==> src/snp_cwd_pkg.sv <==
// ----------------------------------------------------------------------------
// snp_cwd_pkg
// Shared widths, codes and a saturating helper for the SNP cluster window
// detector.
// ----------------------------------------------------------------------------
package snp_cwd_pkg;

	localparam int POS_W     = 24;
	localparam int CNT_W     = 24;
	localparam int CFG_W     = 7;
	localparam int CFG_IDX_W = 4;

	localparam logic [CNT_W-1:0] CNT_MAX = {CNT_W{1'b1}};

	// configuration register indexes
	localparam logic [CFG_IDX_W-1:0] CFG_WINDOW_SIZE    = CFG_IDX_W'(0);
	localparam logic [CFG_IDX_W-1:0] CFG_CLUSTER_CUTOFF = CFG_IDX_W'(1);

	// reset values of the configuration registers
	localparam logic [CFG_W-1:0] WINDOW_SIZE_RST    = CFG_W'(100);
	localparam logic [CFG_W-1:0] CLUSTER_CUTOFF_RST = CFG_W'(5);

	// record kinds
	localparam logic REC_CLUSTER = 1'b0;
	localparam logic REC_TOTALS  = 1'b1;

	typedef logic [POS_W-1:0] pos_t;
	typedef logic [CNT_W-1:0] cnt_t;
	typedef logic [CFG_W-1:0] cfg_t;
	typedef logic [CFG_IDX_W-1:0] cfg_idx_t;

	// saturating a + b on count values
	function automatic cnt_t sat_add(input cnt_t a, input cnt_t b);
		logic [CNT_W:0] s;
		s = {1'b0, a} + {1'b0, b};
		return s[CNT_W] ? CNT_MAX : s[CNT_W-1:0];
	endfunction

endpackage

==> src/snp_cwd_item_if.sv <==
// ----------------------------------------------------------------------------
// snp_cwd_item_if
// Input item channel: one mutation position and the end-of-sequence mark.
// ----------------------------------------------------------------------------
interface snp_cwd_item_if;
	import snp_cwd_pkg::*;

	logic valid;
	logic ready;
	pos_t position;
	logic last_item;

	modport source (output valid, output position, output last_item, input ready);
	modport sink   (input valid, input position, input last_item, output ready);
endinterface

==> src/snp_cwd_rec_if.sv <==
// ----------------------------------------------------------------------------
// snp_cwd_rec_if
// Result item channel: closed cluster records and final totals records.
// ----------------------------------------------------------------------------
interface snp_cwd_rec_if;
	import snp_cwd_pkg::*;

	logic valid;
	logic ready;
	logic record_kind;
	pos_t cluster_start;
	pos_t cluster_end;
	cnt_t snp_count;
	cnt_t total_clusters;
	cnt_t total_snps;
	logic last_of_run;

	modport source (
		output valid, output record_kind, output cluster_start, output cluster_end,
		output snp_count, output total_clusters, output total_snps,
		output last_of_run, input ready
	);
	modport sink (
		input valid, input record_kind, input cluster_start, input cluster_end,
		input snp_count, input total_clusters, input total_snps,
		input last_of_run, output ready
	);
endinterface

==> src/snp_cwd_cfg_if.sv <==
// ----------------------------------------------------------------------------
// snp_cwd_cfg_if
// Configuration write channel: register index and write data.
// ----------------------------------------------------------------------------
interface snp_cwd_cfg_if;
	import snp_cwd_pkg::*;

	logic     valid;
	logic     ready;
	cfg_idx_t index;
	cfg_t     data;

	modport source (output valid, output index, output data, input ready);
	modport sink   (input valid, input index, input data, output ready);
endinterface

==> src/snp_cluster_window_detector_core.sv <==
// ----------------------------------------------------------------------------
// snp_cluster_window_detector_core
// Sliding window of recent mutation positions held in a ring memory; opens,
// extends and closes clusters and reports closed clusters and final totals.
// ----------------------------------------------------------------------------
// Sequence: accept in S_IDLE; S_CHECK drops the P stale entries from the
//   window front, one ring read per cycle; S_EMIT loads the R results (0 to 3)
//   one at a time into the output register, waiting while it is held.
// No new item is taken until the last result is loaded; the ring memory's
//   single registered read port sets the check loop.
// Reset: control state, counters and config registers reset at once; the
//   ring memory has no clearing pass and is read only where written.
module snp_cluster_window_detector_core #(
	parameter int WINDOW_DEPTH = 128
) (
	input  logic               clk,
	input  logic               arst_n,
	snp_cwd_item_if.sink       items,
	snp_cwd_rec_if.source      records,
	snp_cwd_cfg_if.sink        cfg
);
	import snp_cwd_pkg::*;

	localparam int HW = (WINDOW_DEPTH > 1) ? $clog2(WINDOW_DEPTH) : 1;
	localparam int FW = $clog2(WINDOW_DEPTH + 1);
	localparam int SW = HW + 1;

	localparam logic [FW-1:0] FILL_FULL = FW'(WINDOW_DEPTH);
	localparam logic [HW-1:0] HEAD_LAST = HW'(WINDOW_DEPTH - 1);

	// sequencer states
	localparam logic [1:0] S_IDLE  = 2'd0;
	localparam logic [1:0] S_CHECK = 2'd1;
	localparam logic [1:0] S_EMIT  = 2'd2;

	logic [1:0]    state_q;

	// configuration
	cfg_t          window_size_q;
	cfg_t          cluster_cutoff_q;

	// window ring
	pos_t          ring_mem [WINDOW_DEPTH];
	pos_t          rd_q;
	logic [HW-1:0] rd_addr;
	logic [HW-1:0] head_q;
	logic [FW-1:0] fill_q;
	logic          fwd_q;

	// current item
	pos_t          pos_q;
	logic          last_q;

	// cluster state
	logic          open_q;
	pos_t          open_start_q;
	pos_t          open_end_q;
	cnt_t          open_count_q;
	logic          prev_joined_q;
	cnt_t          cluster_total_q;
	cnt_t          snp_total_q;

	// pending results
	logic          pend_close_q;
	logic          pend_flush_q;
	logic          pend_tot_q;
	pos_t          close_start_q;
	pos_t          close_end_q;
	cnt_t          close_count_q;

	// output register
	logic          out_valid_q;
	logic          out_kind_q;
	pos_t          out_start_q;
	pos_t          out_end_q;
	cnt_t          out_count_q;
	cnt_t          out_tclu_q;
	cnt_t          out_tsnp_q;
	logic          out_last_q;

	logic          in_fire;
	logic          out_free;
	logic [HW-1:0] head_push;
	logic [FW-1:0] fill_base;
	logic [SW-1:0] tail_sum;
	logic [HW-1:0] tail_addr;
	logic [HW-1:0] head_inc;
	pos_t          head_val;
	logic          pop;
	logic          join_w;
	logic          extend;
	logic          load_tot;

	function automatic logic [HW-1:0] ring_inc(input logic [HW-1:0] a);
		return (a == HEAD_LAST) ? '0 : a + HW'(1);
	endfunction

	assign items.ready = (state_q == S_IDLE);
	assign in_fire     = items.valid && items.ready;
	assign cfg.ready   = 1'b1;
	assign out_free    = !out_valid_q || records.ready;

	// push: drop the oldest entry when the ring is full, then append at the tail
	always_comb begin
		if (fill_q == FILL_FULL) begin
			head_push = ring_inc(head_q);
			fill_base = FW'(WINDOW_DEPTH - 1);
		end else begin
			head_push = head_q;
			fill_base = fill_q;
		end
		tail_sum = SW'(head_push) + SW'(fill_base);
		if (tail_sum >= SW'(WINDOW_DEPTH))
			tail_addr = HW'(tail_sum - SW'(WINDOW_DEPTH));
		else
			tail_addr = tail_sum[HW-1:0];
	end

	assign head_inc = ring_inc(head_q);
	assign rd_addr  = (state_q == S_IDLE) ? head_push : head_inc;

	// front entry; the entry just written bypasses the memory when it is the head
	assign head_val = fwd_q ? pos_q : rd_q;
	assign pop      = (25'(head_val) + 25'(window_size_q)) < 25'(pos_q);
	assign join_w   = 32'(fill_q) > 32'(cluster_cutoff_q);
	assign extend   = open_q && (fill_q > FW'(1)) && prev_joined_q;
	assign load_tot = (state_q == S_EMIT) && out_free && !pend_close_q
		&& !pend_flush_q && pend_tot_q;

	// ring memory: one write, one registered read
	always_ff @(posedge clk) begin
		if (in_fire)
			ring_mem[tail_addr] <= items.position;
		rd_q <= ring_mem[rd_addr];
	end

	// configuration writes
	always_ff @(posedge clk or negedge arst_n) begin
		if (!arst_n) begin
			window_size_q    <= WINDOW_SIZE_RST;
			cluster_cutoff_q <= CLUSTER_CUTOFF_RST;
		end else if (cfg.valid && cfg.ready) begin
			unique case (cfg.index)
				CFG_WINDOW_SIZE:    window_size_q    <= cfg.data;
				CFG_CLUSTER_CUTOFF: cluster_cutoff_q <= cfg.data;
				default: ;
			endcase
		end
	end

	// sequencer, window and cluster state
	always_ff @(posedge clk or negedge arst_n) begin
		if (!arst_n) begin
			state_q         <= S_IDLE;
			head_q          <= '0;
			fill_q          <= '0;
			fwd_q           <= 1'b0;
			pos_q           <= '0;
			last_q          <= 1'b0;
			open_q          <= 1'b0;
			open_start_q    <= '0;
			open_end_q      <= '0;
			open_count_q    <= '0;
			prev_joined_q   <= 1'b0;
			cluster_total_q <= '0;
			snp_total_q     <= '0;
			pend_close_q    <= 1'b0;
			pend_flush_q    <= 1'b0;
			pend_tot_q      <= 1'b0;
			close_start_q   <= '0;
			close_end_q     <= '0;
			close_count_q   <= '0;
			out_valid_q     <= 1'b0;
			out_kind_q      <= REC_CLUSTER;
			out_start_q     <= '0;
			out_end_q       <= '0;
			out_count_q     <= '0;
			out_tclu_q      <= '0;
			out_tsnp_q      <= '0;
			out_last_q      <= 1'b0;
		end else begin
			// in S_EMIT a taken item is always replaced by the next one
			if (records.ready && (state_q != S_EMIT))
				out_valid_q <= 1'b0;

			unique case (state_q)
				S_IDLE: begin
					if (in_fire) begin
						head_q  <= head_push;
						fill_q  <= fill_base + FW'(1);
						fwd_q   <= (fill_base == '0);
						pos_q   <= items.position;
						last_q  <= items.last_item;
						state_q <= S_CHECK;
					end
				end

				S_CHECK: begin
					if (pop) begin
						// drop the stale front entry and fetch the next one
						head_q <= head_inc;
						fill_q <= fill_q - FW'(1);
						fwd_q  <= 1'b0;
					end else begin
						prev_joined_q <= join_w;
						if (join_w && extend) begin
							open_end_q   <= pos_q;
							open_count_q <= sat_add(open_count_q, cnt_t'(1));
							snp_total_q  <= sat_add(snp_total_q, cnt_t'(1));
						end else if (join_w) begin
							// new cluster over the whole window; close the old one if one is open
							pend_close_q    <= open_q;
							close_start_q   <= open_start_q;
							close_end_q     <= open_end_q;
							close_count_q   <= open_count_q;
							open_q          <= 1'b1;
							open_start_q    <= head_val;
							open_end_q      <= pos_q;
							open_count_q    <= CNT_W'(fill_q);
							cluster_total_q <= sat_add(cluster_total_q, cnt_t'(1));
							snp_total_q     <= sat_add(snp_total_q, CNT_W'(fill_q));
						end
						if (last_q) begin
							pend_flush_q <= open_q || join_w;
							pend_tot_q   <= 1'b1;
						end
						if (last_q || (join_w && !extend && open_q))
							state_q <= S_EMIT;
						else
							state_q <= S_IDLE;
					end
				end

				S_EMIT: begin
					if (out_free) begin
						out_valid_q <= 1'b1;
						priority if (pend_close_q) begin
							out_kind_q   <= REC_CLUSTER;
							out_start_q  <= close_start_q;
							out_end_q    <= close_end_q;
							out_count_q  <= close_count_q;
							out_tclu_q   <= '0;
							out_tsnp_q   <= '0;
							out_last_q   <= !pend_flush_q && !pend_tot_q;
							pend_close_q <= 1'b0;
							if (!pend_flush_q && !pend_tot_q)
								state_q <= S_IDLE;
						end else if (pend_flush_q) begin
							out_kind_q   <= REC_CLUSTER;
							out_start_q  <= open_start_q;
							out_end_q    <= open_end_q;
							out_count_q  <= open_count_q;
							out_tclu_q   <= '0;
							out_tsnp_q   <= '0;
							out_last_q   <= !pend_tot_q;
							pend_flush_q <= 1'b0;
							if (!pend_tot_q)
								state_q <= S_IDLE;
						end else begin
							// totals, then the stream state returns to reset
							out_kind_q      <= REC_TOTALS;
							out_start_q     <= '0;
							out_end_q       <= '0;
							out_count_q     <= '0;
							out_tclu_q      <= cluster_total_q;
							out_tsnp_q      <= snp_total_q;
							out_last_q      <= 1'b1;
							pend_tot_q      <= 1'b0;
							head_q          <= '0;
							fill_q          <= '0;
							open_q          <= 1'b0;
							open_start_q    <= '0;
							open_end_q      <= '0;
							open_count_q    <= '0;
							prev_joined_q   <= 1'b0;
							cluster_total_q <= '0;
							snp_total_q     <= '0;
							state_q         <= S_IDLE;
						end
					end
				end

				default: state_q <= S_IDLE;
			endcase
		end
	end

	assign records.valid          = out_valid_q;
	assign records.record_kind    = out_kind_q;
	assign records.cluster_start  = out_start_q;
	assign records.cluster_end    = out_end_q;
	assign records.snp_count      = out_count_q;
	assign records.total_clusters = out_tclu_q;
	assign records.total_snps     = out_tsnp_q;
	assign records.last_of_run    = out_last_q;

	// no item is taken while results of the previous one are still pending
	a_idle_no_pending: assert property (@(posedge clk) disable iff (!arst_n)
		(state_q == S_IDLE) |-> !(pend_close_q || pend_flush_q || pend_tot_q))
		else $error("item accepted with results pending");

	// the current position is always in the window while checking
	a_check_nonempty: assert property (@(posedge clk) disable iff (!arst_n)
		(state_q == S_CHECK) |-> (fill_q != '0) && (fill_q <= FILL_FULL))
		else $error("window empty or overfull during check");

	// a totals record leaves the stream state cleared
	a_tot_clears: assert property (@(posedge clk) disable iff (!arst_n)
		load_tot |=> (fill_q == '0) && !open_q && (cluster_total_q == '0)
			&& out_valid_q && (out_kind_q == REC_TOTALS) && out_last_q)
		else $error("stream state not cleared after totals");

	// a flush record is always followed by a totals record
	a_flush_then_tot: assert property (@(posedge clk) disable iff (!arst_n)
		pend_flush_q |-> pend_tot_q)
		else $error("flush pending without totals");

	// the front pointer stays inside the ring
	a_head_range: assert property (@(posedge clk) disable iff (!arst_n)
		(state_q == S_CHECK) && pop |=> (head_q <= HEAD_LAST) && (state_q == S_CHECK))
		else $error("front pointer out of range");

endmodule
==> src/flat_wrapper.sv <==
// flat-port wrapper written by rule: the top's interface ports become plain ports
module snp_cluster_window_detector_core_flat import snp_cwd_pkg::*;
#(
	parameter int WINDOW_DEPTH = 128
)
  (clk, arst_n, items_valid, items_position, items_last_item, items_ready, records_valid, records_record_kind, records_cluster_start, records_cluster_end, records_snp_count, records_total_clusters, records_total_snps, records_last_of_run, records_ready, cfg_valid, cfg_index, cfg_data, cfg_ready);
  snp_cwd_item_if items_i ();
  snp_cwd_rec_if records_i ();
  snp_cwd_cfg_if cfg_i ();
  input  logic clk;
  input  logic arst_n;
  input wire logic [$bits(items_i.valid)-1:0] items_valid;
  input wire logic [$bits(items_i.position)-1:0] items_position;
  input wire logic [$bits(items_i.last_item)-1:0] items_last_item;
  output wire logic [$bits(items_i.ready)-1:0] items_ready;
  output wire logic [$bits(records_i.valid)-1:0] records_valid;
  output wire logic [$bits(records_i.record_kind)-1:0] records_record_kind;
  output wire logic [$bits(records_i.cluster_start)-1:0] records_cluster_start;
  output wire logic [$bits(records_i.cluster_end)-1:0] records_cluster_end;
  output wire logic [$bits(records_i.snp_count)-1:0] records_snp_count;
  output wire logic [$bits(records_i.total_clusters)-1:0] records_total_clusters;
  output wire logic [$bits(records_i.total_snps)-1:0] records_total_snps;
  output wire logic [$bits(records_i.last_of_run)-1:0] records_last_of_run;
  input wire logic [$bits(records_i.ready)-1:0] records_ready;
  input wire logic [$bits(cfg_i.valid)-1:0] cfg_valid;
  input wire logic [$bits(cfg_i.index)-1:0] cfg_index;
  input wire logic [$bits(cfg_i.data)-1:0] cfg_data;
  output wire logic [$bits(cfg_i.ready)-1:0] cfg_ready;
  assign items_i.valid = items_valid;
  assign items_i.position = items_position;
  assign items_i.last_item = items_last_item;
  assign items_ready = items_i.ready;
  assign records_valid = records_i.valid;
  assign records_record_kind = records_i.record_kind;
  assign records_cluster_start = records_i.cluster_start;
  assign records_cluster_end = records_i.cluster_end;
  assign records_snp_count = records_i.snp_count;
  assign records_total_clusters = records_i.total_clusters;
  assign records_total_snps = records_i.total_snps;
  assign records_last_of_run = records_i.last_of_run;
  assign records_i.ready = records_ready;
  assign cfg_i.valid = cfg_valid;
  assign cfg_i.index = cfg_index;
  assign cfg_i.data = cfg_data;
  assign cfg_ready = cfg_i.ready;
  snp_cluster_window_detector_core #(.WINDOW_DEPTH(WINDOW_DEPTH)) u_core (.clk(clk), .arst_n(arst_n), .items(items_i), .records(records_i), .cfg(cfg_i));
endmodule
==> config.mk <==
export PLATFORM = sky130hd
export DESIGN_NAME = snp_cluster_window_detector_core_flat
export DESIGN_NICKNAME = d
export VERILOG_FILES = /design/src/snp_cwd_pkg.sv /design/src/snp_cwd_item_if.sv /design/src/snp_cwd_rec_if.sv /design/src/snp_cwd_cfg_if.sv /design/src/snp_cluster_window_detector_core.sv /design/src/flat_wrapper.sv
export SDC_FILE = /design/constraint.sdc
export NUM_CORES = 2
export LEC_CHECK = 0
export BUFFER_PORTS_ARGS = -buffer_cell sky130_fd_sc_hd__buf_2
export CORE_ASPECT_RATIO = 1.4
export CORE_MARGIN = 5
export CORE_UTILIZATION = 23
export CTS_CLUSTER_DIAMETER = 80
export DETAILED_ROUTE_END_ITERATION = 8
export PLACE_DENSITY_LB_ADDON = 0.25
export SYNTH_ARGS = -nofsm -noshare
export SYNTH_HDL_FRONTEND = slang
export SYNTH_SLANG_ARGS = --single-unit
==> constraint.sdc <==
create_clock -name clk -period 6.6 [get_ports clk]
set_input_delay 0.99 -clock clk [delete_from_list [all_inputs] [get_ports clk]]
set_output_delay 0.99 -clock clk [all_outputs]
set_load 0.01 [all_outputs]
==> flow_metrics.py <==
metrics = {
    "outcome": {
        "run_status": "complete, no violations",
    },
    "route": {
        "drt_pass1_iterations": 7,
        "via_count": 88500,
        "viasPerCell": 4.622,
        "wirelength_mm": 476.2,
        "drtAntennaViolNets": 0,
        "drtIter0Drc": 7954,
        "drc": 0,
        "wl_per_cell_um": 24.87,
    },
    "clocking": {
        "h-tree-depth": 5,
        "clk_latency_ns": 0.99,
        "postCtsHoldBufs": 0,
        "clk_pin_slew_ns": 0.06,
        "cts_tree": "done",
        "clock_sinks": 3473,
        "numCtsBuffers": 354,
        "cts_buffer_depth": 4,
        "cts_resized": 0,
        "cts-root-buf": "clkbuf_16",
        "cts_setup_buffers": 0,
    },
    "die": {
        "num_rows": 338,
        "die_width_um": 668.7,
        "io_pins": 166,
        "dieArea_sq_um": 623400,
        "core_sq_um": 605200,
        "dieHeight_um": 932.2,
        "start_util": 0.2309,
    },
    "cells_and_area": {
        "drive_gt1_frac": 0.1437,
        "final_nets": 10970,
        "regArea_sq_um": 102200,
        "multi_input_area_sq_um": 34990,
        "area_growth_pct": 18.09,
        "final_cell_count_no_fill": 19150,
        "fillCellCount": 62000,
    },
    "pwr": {
        "p_seq_frac": 0.322,
        "swShare": 0.4273,
        "combPwrFrac": 0.436,
        "cellLeakagePower_uw": 0.05604,
        "p_clk_frac": 0.242,
        "ir_worst_vdd_mv": 0.4836,
        "pwr_density_cell_nw_per_um2": 492.5,
        "power.internal_uw": 46530,
        "switchingPower_uw": 34720,
    },
    "logic_synthesis": {
        "syn-num-nets": 10610,
        "netlist.area_leader.share": 0.6603,
        "syn_avg_cell_area_sq_um": 13.30,
        "synth_top_family_by_area": "simple AND/OR/NAND/NOR gates",
        "yosysMostFrequentCell": "edfxtp_1",
        "ys_async_sr_fraction": 0.1086,
        "synth_compound_area_frac": 0.06262,
        "synthCells": 10500,
        "synth-main-ff-cell": "edfxtp_1",
        "ys_seq_elements": 3473,
        "ys_seq_area_frac": 0.7313,
        "yosysUniqueCellTypes": 86,
        "yosys.area.top_type": "edfxtp_1",
        "synth_common_cells": "3072 x edfxtp_1, 2600 x nand2_1, 1159 x nand3_1",
        "synth_edf_count": 3072,
        "synthSimpleGateAreaFrac": 0.1396,
        "syn_area_sq_um": 139700,
        "synthXorXnorAreaFrac": 0.003072,
        "synthAdderAreaFrac": 0.005875,
        "synth.area.top_cells": "edfxtp_1 66%, nand2_1 7.0%, dfrtp_1 6.7%, nand3_1 4.2%, mux4_2 1.9%",
        "yosysWarnings": 0,
        "synthMuxAreaShare": 0.03410,
    },
    "sta": {
        "drv_slew": 0,
        "period_share": 0.9098,
        "slew_headroom": 0.2012,
        "min_period_ns": 6.005,
        "finalHoldViolations": 0,
        "skew_ns": 0.08331,
        "max_freq_mhz": 166.5,
        "worstMarginPinSlew_ns": 1.173,
        "setup_viol": 0,
        "setup_tns_ns": 0,
        "rsz0062_at_grt": "false",
    },
    "grt": {
        "grt_max_degree": 147,
        "antenna_found_initial": 26,
        "grt-ovfl-total": 0,
        "grt_pass1_wl_mm": 673.8,
        "gr-usage-all-layers": 0.1471,
        "grt_pass1_vias": 87510,
    },
    "place": {
        "globalplace.congestion": 0.8382,
        "dp_cells": 18500,
        "dp_hpwl_mm": 294.8,
        "portBuffers": 164,
    },
    "worst_setup_path": {
        "crit_path_end_kind": "flop",
        "worstPathCellList": "mux2_2 > ha_1 > inv_1 > fa_1 > nor2b_1 > o21ai_0 > a21boi_1 > o21ai_0 > a211oi_2 > buf_4 > and2_1 > nand3_1 > xor2_1 > ha_1 > nand3_1 > or2_2 > nor4_1 > buf_4 > and2_1 > nor3_1 > o31a_1 > buf_4 > a211oi_1 > a21o_1",
        "crit_fanout": 20,
        "crit_top_cell": "buf_4",
        "slowest_delay_ns": 0.53,
        "crit_path_start_kind": "flop",
        "slowest_stage": "o31a_1",
        "startpoint": "u_core.fwd_q$_DFFE_PN0P_",
        "r2r_start": "u_core.fwd_q$_DFFE_PN0P_",
        "path_class": "reg2reg",
        "path_delay_family": "simple AND/OR/NAND/NOR gates",
        "critical_path_buf_inv_count": 4,
        "required_ns": 7.48,
        "arrival_ns": 6.88,
    },
    "hold_path": {
        "min_path_type": "in2async",
    },
    "flow_run": {
        "drv_cap": 0,
    },
}
power groups by stage:
stage	clock network [uW]	registers [uW]	logic, uW
after floorplan	0	26400	20100
after global placement	0	26600	36000
after detailed placement	0	26600	36000
after CTS	20200	26200	36100
after global routing	21000	26300	38200
final	19600	26200	35400
through the flow:
stage / worst slack (ns) / util / instance area, sq um / total power [uW] / hold WS (ns)
CTS: 0.5481 / 0.2726 / 165000 / 82440 / 0.02565
detailed placement: 0.5618 / 0.2544 / 153900 / 62680 / 0.4642
global placement: 0.5511 / 0.2544 / 153900 / 62630 / 0.4563
global route: 0.1360 / 0.2726 / 165000 / 85510 / 0.09522
finish: 0.5954 / 0.2726 / 165000 / 81250 / 0.06958
floorplan: 1.052 / - / 139700 / 46450 / 0.4489
cell usage in the layout, fill, tap and decap left out, types with 80 or more instances in the layout:
master,Yosys,routed
nand4_1,82,82
nand3_1,1159,1151
nand2_1,2600,2593
buf_12,0,134
nor2_1,358,216
edfxtp_1,3072,3072
a22oi_1,80,80
o21ai_0,234,234
dfrtp_1,372,370
mux2_2,116,114
clkbuf_16,0,357
a32oi_1,87,87
clkbuf_1,272,85
a21oi_1,225,225
o22ai_1,93,93
and3_1,170,170
buf_2,309,139
mux4_2,118,118
nor2_2,1,129
a31oi_1,259,256
buf_4,20,386
layout make-up:
type	instances	share of cell area
well taps	7990	0.06059
repair buffers	678	0.03936
multi-input cells	6284	0.2121
inverters	76	0.001729
diodes	10	0.0001517
flip-flops and latches	3473	0.6192
clock buffers	450	0.05675
clock inverters	188	0.01009
cells by family (layout without fill, tap and decap cells):
| family | count (synthesis) | in the layout |
|---|---|---|
| muxes | 314 | 314 |
| AOI/OAI and AO/OA | 1322 | 1322 |
| other | 1 | 11 |
| adders and majority gates | 64 | 64 |
| and+or+nand+nor | 4534 | 4534 |
| DFF | 3473 | 3473 |
| xor gates and xnor gates | 49 | 49 |
| buffers and inverters | 746 | 1392 |
worst register-to-register path, cell delays in order (launching register included):
cell and delay (ns):
dfrtp_2 0.47, mux2_2 0.27, ha_1 0.17, inv_1 0.06
fa_1 0.43, nor2b_1 0.12, o21ai_0 0.10, a21boi_1 0.20
o21ai_0 0.14, a211oi_2 0.30, buf_4 0.21, and2_1 0.24
nand3_1 0.12, xor2_1 0.18, ha_1 0.31, nand3_1 0.11
or2_2 0.33, nor4_1 0.47, buf_4 0.23, and2_1 0.22
nor3_1 0.09, o31a_1 0.53, buf_4 0.31, a211oi_1 0.25
a21o_1 0.12
flip-flops by register name, summed over array words and instances, names as in the netlist, 7 cells and up:
register	cells
u_core.close_count_q	24
u_core.close_end_q	24
u_core.head_q	7
u_core.ring_mem	3072
u_core.cluster_total_q	24
u_core.open_start_q	24
u_core.rd_q	24
u_core.records.total_clusters	24
u_core.snp_total_q	24
u_core.open_count_q	24
u_core.cluster_cutoff_q	7
u_core.records.snp_count	24
u_core.pos_q	24
u_core.records.cluster_end	24
u_core.records.cluster_start	24
u_core.records.total_snps	24
u_core.open_end_q	24
u_core.close_start_q	24
u_core.fill_q	8
u_core.window_size_q	7
path summary, 6_finish.rpt:
path | end | slack (ns) | cells past startpoint
max in group asynchronous | u_core.records.snp_count[16]$_DFFE_PN0P_ | 5.00 | 2
max | u_core.cluster_total_q[0]$_DFFE_PN0P_ | 0.60 | 24
max reg2reg | u_core.cluster_total_q[0]$_DFFE_PN0P_ | 0.60 | 24
min in group clk | u_core.ring_mem[42][17]$_DFFE_PP_ | 0.28 | 1
min | u_core.records.cluster_end[13]$_DFFE_PN0P_ | 0.07 | 1
min reg2reg | u_core.records.cluster_end[21]$_DFFE_PN0P_ | 0.47 | 2
layer usage:
| layer | global-route usage | vias up | wire [um] |
|---|---|---|---|
| li1 | - | 39770 | - |
| met5 | 0 | - | 0 |
| met2 | 0.2553 | 2349 | 236200 |
| met4 | 0.06454 | 0 | 24200 |
| met1 | 0.1846 | 45730 | 195500 |
| met3 | 0.01546 | 663 | 20290 |
Note: power is estimated with default switching activity, not from simulation.
